===== src/rtl/khrf_pkg.sv =====
// Shared types and constants for the hotkey report filter.
// Used by khrf_lane, khrf_merge and kvm_hotkey_report_filter; no dependencies.
package khrf_pkg;

  localparam int KEY_W       = 8;   // key usage code width
  localparam int LED_W       = 5;   // stored LED bits
  localparam int TGT_W       = 2;   // target code width
  localparam int STATUS_W    = LED_W + TGT_W;
  localparam int SLOT_FIELDS = 6;   // slot fields carried on the stream
  localparam int CFG_IDX_W   = 3;

  // Register indexes on the configuration port
  localparam logic [CFG_IDX_W-1:0] REG_HOTKEY  = 3'd0;
  localparam logic [CFG_IDX_W-1:0] REG_FIRST_A = 3'd1;
  localparam logic [CFG_IDX_W-1:0] REG_FIRST_B = 3'd2;
  localparam logic [CFG_IDX_W-1:0] REG_SECOND_A = 3'd3;
  localparam logic [CFG_IDX_W-1:0] REG_SECOND_B = 3'd4;

  // Target codes
  localparam logic [TGT_W-1:0] TGT_FIRST  = 2'd1;
  localparam logic [TGT_W-1:0] TGT_SECOND = 2'd2;

  // Reset values of the key registers
  localparam logic [KEY_W-1:0] RST_HOTKEY   = 8'd101;
  localparam logic [KEY_W-1:0] RST_FIRST_A  = 8'd80;
  localparam logic [KEY_W-1:0] RST_FIRST_B  = 8'd82;
  localparam logic [KEY_W-1:0] RST_SECOND_A = 8'd79;
  localparam logic [KEY_W-1:0] RST_SECOND_B = 8'd81;

  // Key codes compared in every lane
  typedef struct packed {
    logic [KEY_W-1:0] hot;
    logic [KEY_W-1:0] first_a;
    logic [KEY_W-1:0] first_b;
    logic [KEY_W-1:0] second_a;
    logic [KEY_W-1:0] second_b;
  } key_cfg_t;

  // Per-slot compare results
  typedef struct packed {
    logic hot;
    logic first_a;
    logic first_b;
    logic second_a;
    logic second_b;
  } lane_match_t;

  // Target update from the merge stage
  typedef struct packed {
    logic             update;
    logic [TGT_W-1:0] code;
  } tgt_sel_t;

endpackage


===== src/rtl/khrf_lane.sv =====
// One slot lane: compares a key slot against all configured codes.
// Depends on khrf_pkg.
module khrf_lane (
  input  logic [khrf_pkg::KEY_W-1:0] slot,
  input  khrf_pkg::key_cfg_t         keys,
  output khrf_pkg::lane_match_t      match
);
  import khrf_pkg::*;

  // Five independent equality compares
  assign match.hot      = (slot == keys.hot);
  assign match.first_a  = (slot == keys.first_a);
  assign match.first_b  = (slot == keys.first_b);
  assign match.second_a = (slot == keys.second_a);
  assign match.second_b = (slot == keys.second_b);

endmodule


===== src/rtl/khrf_merge.sv =====
// Merge stage: picks the slots to drop from the lane results, compacts the
// report and decides the target update. Depends on khrf_pkg.
module khrf_merge #(
  parameter int KEY_SLOTS = 6
) (
  input  logic [KEY_SLOTS-1:0][khrf_pkg::KEY_W-1:0] slots,
  input  khrf_pkg::lane_match_t [KEY_SLOTS-1:0]      match,
  input  khrf_pkg::lane_match_t                      fill_match,
  output logic [KEY_SLOTS-1:0][khrf_pkg::KEY_W-1:0] slots_out,
  output khrf_pkg::tgt_sel_t                         sel
);
  import khrf_pkg::*;

  // Lowest set bit as a one-hot
  function automatic logic [KEY_SLOTS-1:0] lowest(input logic [KEY_SLOTS-1:0] v);
    return v & (~v + KEY_SLOTS'(1));
  endfunction

  logic [KEY_SLOTS-1:0] hot_vec, fa_vec, fb_vec, sa_vec, sb_vec;
  logic [KEY_SLOTS-1:0] hot_oh, avail, fa_oh, fb_oh, sa_oh, sb_oh;
  logic [KEY_SLOTS-1:0] drop;

  // Gather per-code match vectors across lanes
  always_comb begin
    for (int i = 0; i < KEY_SLOTS; i++) begin
      hot_vec[i] = match[i].hot;
      fa_vec[i]  = match[i].first_a;
      fb_vec[i]  = match[i].first_b;
      sa_vec[i]  = match[i].second_a;
      sb_vec[i]  = match[i].second_b;
    end
  end

  // Arrow search skips the slot already taken by the hotkey
  assign hot_oh = lowest(hot_vec);
  assign avail  = ~hot_oh;
  assign fa_oh  = lowest(fa_vec & avail);
  assign fb_oh  = lowest(fb_vec & avail);
  assign sa_oh  = lowest(sa_vec & avail);
  assign sb_oh  = lowest(sb_vec & avail);

  // Priority: first target a, b, then second target a, b.
  // Once the hotkey is gone the last slot holds a zero fill, which an arrow
  // code of zero also finds; dropping that fill leaves the slots unchanged.
  always_comb begin
    drop       = '0;
    sel.update = 1'b0;
    sel.code   = TGT_FIRST;
    if (|hot_oh) begin
      sel.update = 1'b1;
      if (|fa_oh || fill_match.first_a) begin
        drop = hot_oh | fa_oh;
      end else if (|fb_oh || fill_match.first_b) begin
        drop = hot_oh | fb_oh;
      end else if (|sa_oh || fill_match.second_a) begin
        drop     = hot_oh | sa_oh;
        sel.code = TGT_SECOND;
      end else if (|sb_oh || fill_match.second_b) begin
        drop     = hot_oh | sb_oh;
        sel.code = TGT_SECOND;
      end else begin
        drop       = hot_oh;
        sel.update = 1'b0;
      end
    end
  end

  // Compaction: a kept slot moves down by the number of dropped slots below it
  always_comb begin
    int below;
    for (int j = 0; j < KEY_SLOTS; j++) begin
      slots_out[j] = '0;
    end
    for (int i = 0; i < KEY_SLOTS; i++) begin
      below = 0;
      for (int k = 0; k < i; k++) begin
        below = below + int'(drop[k]);
      end
      for (int j = 0; j < KEY_SLOTS; j++) begin
        if (!drop[i] && (i - below == j)) begin
          slots_out[j] = slots[i];
        end
      end
    end
  end

endmodule


===== src/rtl/kvm_hotkey_report_filter.sv =====
// Top level of the hotkey report filter: stream ports, key registers,
// LED/target state and the output register. Depends on khrf_pkg, khrf_lane, khrf_merge.
//
//  port group | dir | tdata fields (low bit up)                         | tuser
//  s_*        | in  | link_byte, modifier_in, slot_in0..slot_in5 (64b)  | mode
//  m_*        | out | modifier_out, status_byte, slot_out0..5,          | -
//             |     | led_report, zero pad (72b)                        |
//  cfg_*      | in  | cfg_index selects a key register, cfg_data value  | -
//
// One item per cycle while s_tready is high. A report runs through KEY_SLOTS
// compare lanes and the merge stage in the cycle it is accepted; its result is
// registered in the output register. LED items update state and give no transfer.
// s_tready is low only while the output register holds a result that m_tready
// does not take. Synchronous reset restores the key codes, LEDs 0, target 1.
module kvm_hotkey_report_filter #(
  parameter int KEY_SLOTS = 6
) (
  input  logic                          clk,
  input  logic                          rst,
  input  logic                          s_tvalid,
  output logic                          s_tready,
  input  logic [63:0]                   s_tdata,  // link_byte, modifier_in, slot_in0..5
  input  logic                          s_tuser,  // mode
  output logic                          m_tvalid,
  input  logic                          m_tready,
  output logic [71:0]                   m_tdata,  // modifier_out, status_byte,
                                                  // slot_out0..5, led_report, pad
  input  logic                          cfg_we,
  input  logic [khrf_pkg::CFG_IDX_W-1:0] cfg_index,
  input  logic [khrf_pkg::KEY_W-1:0]    cfg_data
);
  import khrf_pkg::*;

  localparam int SLOT_LSB = 16;
  localparam int OUT_SLOT_LSB = KEY_W + STATUS_W;
  localparam int LED_LSB = OUT_SLOT_LSB + SLOT_FIELDS * KEY_W;
  localparam int OUT_USED = LED_LSB + LED_W;

  key_cfg_t               keys;
  logic [LED_W-1:0]       led_bits;
  logic [TGT_W-1:0]       target_code;
  logic [TGT_W-1:0]       target_next;
  logic                   accept;
  logic                   is_report;

  logic [KEY_SLOTS-1:0][KEY_W-1:0] lane_slot;
  logic [KEY_SLOTS-1:0][KEY_W-1:0] merged;
  lane_match_t [KEY_SLOTS-1:0]     match;
  lane_match_t                     fill_match;
  tgt_sel_t                        sel;
  logic [SLOT_FIELDS-1:0][KEY_W-1:0] out_slot;

  assign s_tready  = !m_tvalid || m_tready;
  assign accept    = s_tvalid && s_tready;
  assign is_report = s_tuser;

  // Slot lanes; lanes beyond the stream fields see zero
  for (genvar i = 0; i < KEY_SLOTS; i++) begin : g_lane
    if (i < SLOT_FIELDS) begin : g_in
      assign lane_slot[i] = s_tdata[SLOT_LSB + i*KEY_W +: KEY_W];
    end else begin : g_zero
      assign lane_slot[i] = '0;
    end
    khrf_lane u_lane (
      .slot  (lane_slot[i]),
      .keys  (keys),
      .match (match[i])
    );
  end

  // Extra lane for the zero that fills the last slot after the hotkey drop
  khrf_lane u_fill_lane (
    .slot  ('0),
    .keys  (keys),
    .match (fill_match)
  );

  khrf_merge #(.KEY_SLOTS(KEY_SLOTS)) u_merge (
    .slots      (lane_slot),
    .match      (match),
    .fill_match (fill_match),
    .slots_out  (merged),
    .sel        (sel)
  );

  // Output slot fields beyond KEY_SLOTS read zero
  for (genvar j = 0; j < SLOT_FIELDS; j++) begin : g_out
    if (j < KEY_SLOTS) begin : g_keep
      assign out_slot[j] = merged[j];
    end else begin : g_zero
      assign out_slot[j] = '0;
    end
  end

  assign target_next = sel.update ? sel.code : target_code;

  // Key registers
  always_ff @(posedge clk) begin
    if (rst) begin
      keys.hot      <= RST_HOTKEY;
      keys.first_a  <= RST_FIRST_A;
      keys.first_b  <= RST_FIRST_B;
      keys.second_a <= RST_SECOND_A;
      keys.second_b <= RST_SECOND_B;
    end else if (cfg_we) begin
      case (cfg_index)
        REG_HOTKEY:   keys.hot      <= cfg_data;
        REG_FIRST_A:  keys.first_a  <= cfg_data;
        REG_FIRST_B:  keys.first_b  <= cfg_data;
        REG_SECOND_A: keys.second_a <= cfg_data;
        REG_SECOND_B: keys.second_b <= cfg_data;
        default: ;
      endcase
    end
  end

  // LED and target state
  always_ff @(posedge clk) begin
    if (rst) begin
      led_bits    <= '0;
      target_code <= TGT_FIRST;
    end else if (accept) begin
      if (is_report) begin
        target_code <= target_next;
      end else begin
        led_bits <= s_tdata[LED_W-1:0];
      end
    end
  end

  // Output register
  always_ff @(posedge clk) begin
    if (rst) begin
      m_tvalid <= 1'b0;
    end else if (accept && is_report) begin
      m_tvalid <= 1'b1;
    end else if (m_tready) begin
      m_tvalid <= 1'b0;
    end
  end

  always_ff @(posedge clk) begin
    if (accept && is_report) begin
      m_tdata[KEY_W-1:0]                     <= s_tdata[2*KEY_W-1:KEY_W];
      m_tdata[KEY_W +: STATUS_W]             <= {target_next, led_bits};
      m_tdata[OUT_SLOT_LSB +: SLOT_FIELDS*KEY_W] <= out_slot;
      m_tdata[LED_LSB +: LED_W]              <= led_bits;
      m_tdata[71:OUT_USED]                   <= '0;
    end
  end

endmodule


===== config.mk =====
export PLATFORM = sky130hd
export DESIGN_NAME = kvm_hotkey_report_filter
export DESIGN_NICKNAME = d
export VERILOG_FILES = /design/src/rtl/khrf_pkg.sv /design/src/rtl/khrf_lane.sv /design/src/rtl/khrf_merge.sv /design/src/rtl/kvm_hotkey_report_filter.sv
export SDC_FILE = /design/constraint.sdc
export NUM_CORES = 1
export LEC_CHECK = 0
export ABC_AREA = 1
export ABC_CLOCK_PERIOD_IN_PS = 5500
export BUFFER_PORTS_ARGS = -buffer_cell sky130_fd_sc_hd__buf_2
export CORE_MARGIN = 4
export CORE_UTILIZATION = 50
export CTS_BUF_LIST = sky130_fd_sc_hd__clkbuf_8
export DETAILED_ROUTE_END_ITERATION = 6
export PLACE_DENSITY_LB_ADDON = 0.25
export SLEW_MARGIN = 20
export SYNTH_ARGS = -nofsm -noshare
export SYNTH_HDL_FRONTEND = slang
export SYNTH_SLANG_ARGS = --single-unit

===== constraint.sdc =====
create_clock -name clk -period 5.5 [get_ports clk]
set_clock_uncertainty 0.15 [all_clocks]
set_input_delay 0.275 -clock clk [delete_from_list [all_inputs] [get_ports clk]]
set_output_delay 0.275 -clock clk [all_outputs]
set_load 0.005 [all_outputs]

==> impl_metrics.yaml <==
run_status:
  status: "finished with violations"
  violations: "setup timing"
cts:
  cts_buffers: 9
  cts.sinks: 111
  root_buffer: "clkbuf_8"
  cts_buffer_depth: 2
  cts-htree-levels: 3
  clkTransAtPathRegs_ps: 120
  insertion_delay_ps: 410
  cts_tree: "done"
placed_design:
  port_buffers: 147
  place_congestion: 0.9813
  placed_area_um2: 13570
  post-dp-hpwl_um: 35030
worst_setup_path:
  cp_max_fo: 12
  critPathKind: "flip-flop to flip-flop"
  cp.arrival_ps: 5730
  crit_start: "keys[35]"
  r2r_start: "keys[35]"
  critPathSlowestCell: "fa_2"
  critPathCaptureType: "flip-flop"
  startpoint_type: "flip-flop"
  crit_required_ps: 5500
  slowest_delay_ps: 490
  r2r_cells: 35
  r2r_slack_ps: -230
  r2r-end: "m_tdata[29]"
timing:
  drv_slew: 0
  rsz0062_at_grt: "yes"
  fin_crit_ps: 5729
  max_slew.worst_pin.slew_ps: 868.3
  final-setup-viol-count: 44
  max_slew_margin: 0.4167
  hold_viol: 0
  setup_ws_ps: -229.2
  fin_crit_sh: 1.042
  max_freq_mhz: 174.5
yosys:
  synth_cell_types: 47
  ys_ff_latch: 111
  synth_flop_cell: "edfxtp_1"
  synth_edf_count: 63
  synth_area_per_cell_um2: 6.387
  syn_area_um2: 10580
  async_reset_ff_frac: 0
  seq_area_frac_synth: 0.2697
  ys_warn_count: 0
  netlist_instances: 1656
grt:
  grt_first_pass_wirelength_um: 64540
  grt_max_degree: 64
  grt-ovfl-total: 0
  antenna_found_initial: 0
  gr-usage-all-layers: 0.3539
  grt_pass1_vias: 11500
power:
  leakagePower_nw: 7.500
  pwr_density_cell_nw_per_um2: 138.2
  p_total_w: 0.002070
  ir_drop_mv: 0.1441
layout:
  finalInstanceArea_um2: 14970
  fin_util: 0.7306
  drive_above_1_share: 0.3414
  area_growth_pct: 41.57
  antennaDiodeCount: 0
  layout.nets: 2158
floorplan:
  die_x_um: 153.5
  die_area_um2: 23550
  core-area_um2: 20490
  start_util: 0.5161
  ioPinCount: 155
  row_count: 52
  die_h_um: 153.5
drt:
  vias_per_cell: 5.438
  vias: 12720
  finalWirelength_um: 45060
  initialDrtViolationCount: 1184
  avgRoutedWirePerCell_um: 19.27
  firstDrtPassIters: 5
  drcViolationCount: 0
  ant_nets: 0
worst_hold_path:
  min-delay-start: "s_tdata[0]"
  hold_depth: 3
  holdPathEnd: "led_bits[0]"
  hold_class: "primary input to flip-flop"
flow_run:
  max-cap-violations: 0
[worst max-delay path, delay by kind of cell, from the launching register on]
family	cells	cell delay, ps
AO/OA/AOI/OAI	4	360
XOR/XNOR	2	330
adder cells (fa/ha/maj)	5	1120
buffers and inverters	9	900
flip-flops	1	390
AND/OR/NAND/NOR	15	2200
[cells in the mapped netlist (2+ instances only)]
cell type    n  area (um^2)
nand4_1     52        325.3
xor2_1      46        402.9
clkinv_1    17        63.81
edfxtp_1    63         1892
nor4_4       3        63.81
nand3_1    133        665.6
dfxtp_1     48        960.9
inv_1      158        593.1
nand3_2      5        50.05
o21ai_1      3        15.01
buf_4       25        187.7
nor2_4       2        22.52
o22ai_1     10        62.56
a21oi_2      2        17.52
nor2_2       4        25.02
o211ai_1    11        82.58
inv_2       14        52.55
nand2_4      6        67.56
buf_2       71        355.3
nand3_4      3        52.55
buf_6        5        56.30
nor2_1     131        491.7
nand2_2     12        75.07
xnor2_1    103        902.1
nor3_1      19        95.09
o21ai_0     39        195.2
ha_1        13        162.7
clkbuf_2     3        15.01
nor4_1      15        93.84
clkbuf_1    11        41.29
nand3b_1     3        22.52
a21oi_1     43        215.2
nand2_1    567         2128
a31oi_1      3        18.77
[layout by cell type (no fill, tap or decap), types with 6 or more instances in the layout]
cell type,n
a21oi_1,40
buf_12,22
buf_2,147
buf_4,309
buf_6,19
clkbuf_8,10
clkinv_1,11
dfxtp_1,39
dlygate4sd3_1,11
edfxtp_1,63
ha_4,9
inv_1,146
inv_2,23
inv_4,8
nand2_1,525
nand2_2,42
nand2_4,16
nand3_1,120
nand3_2,16
nand3_4,6
nand4_1,52
nor2_1,103
nor2_2,19
nor2_4,15
nor3_1,18
nor4_1,13
o211ai_1,11
o21ai_0,36
xnor2_1,103
xor2_1,44
[registers in the layout (all words and copies together) (netlist names)]
register     count
m_tdata         63
led_bits         5
keys            40
target_code      2
m_tvalid         1
[area by class of cell]
type	instances	area, um^2
multi-input cells	1244	7020
clock inverters	6	51.30
flip-flops and latches	111	2877
inverters	189	730.7
clock buffers	10	137.6
fillers	1729	5520
repair buffers	508	3820
well taps	270	337.8
[kinds of logic (layout without fill, tap and decap cells)]
logic type,Yosys count,count (layout),share of synthesized area
buffers and inverters,305,713,0.1294
AND/OR/NAND/NOR,960,961,0.3987
adder cells (fa/ha/maj),14,14,0.01727
flip-flops,111,111,0.2697
other,1,4,0.0003545
XOR/XNOR,149,149,0.1234
AO/OA/AOI/OAI,116,116,0.06116
[what timing repair did]
action,CTS,global route
endpoints found under the hold margin,12,0
pin swaps,17,53
setup endpoints to repair,40,52
setup buffers,33,13
hold buffers,11,0
gates cloned,0,1
resized for setup,57,154
[metrics by stage]
step           setup slack (ps)  setup TNS, ps  cells  hold WS [ps]
6_report                 -229.2          -5769   2338         9.122
5_1_grt                  -425.0         -16320   2338         34.39
4_1_cts                  -2.152         -2.152   2325         4.672
3_5_place_dp             -280.8          -9117   2265         269.5
3_3_place_gp             -102.4          -1613   2265         261.3
2_1_floorplan             128.3              0   1659         220.6
[per-layer routing]
metal / GRT usage / vias to the layer above / share of wire
met3: 0.05626 / 165 / 0.084
met2: 0.5911 / 677 / 0.47
met4: 0.1943 / 0 / 0.061
met1: 0.4372 / 5832 / 0.38
li1: - / 6041 / -
met5: 0 / - / 0
[worst max-delay path by stage]
stage	slack [ps]	endpoint	cells past startpoint
after global placement	-100	m_tdata[29]	37
final	-230	m_tdata[29]	35
after CTS	-2	m_tdata[29]	37
after global routing	-430	m_tdata[29]	35
after detailed placement	-280	m_tdata[27]	35
after floorplan	130	m_tdata[34]	33
[report_power, final]
part           switching, W  internal, W
Combinational      0.000358     0.000283
Sequential        0.0000202     0.000916
Clock              0.000308     0.000185
No activity file was read; power rests on OpenSTA's default activity.
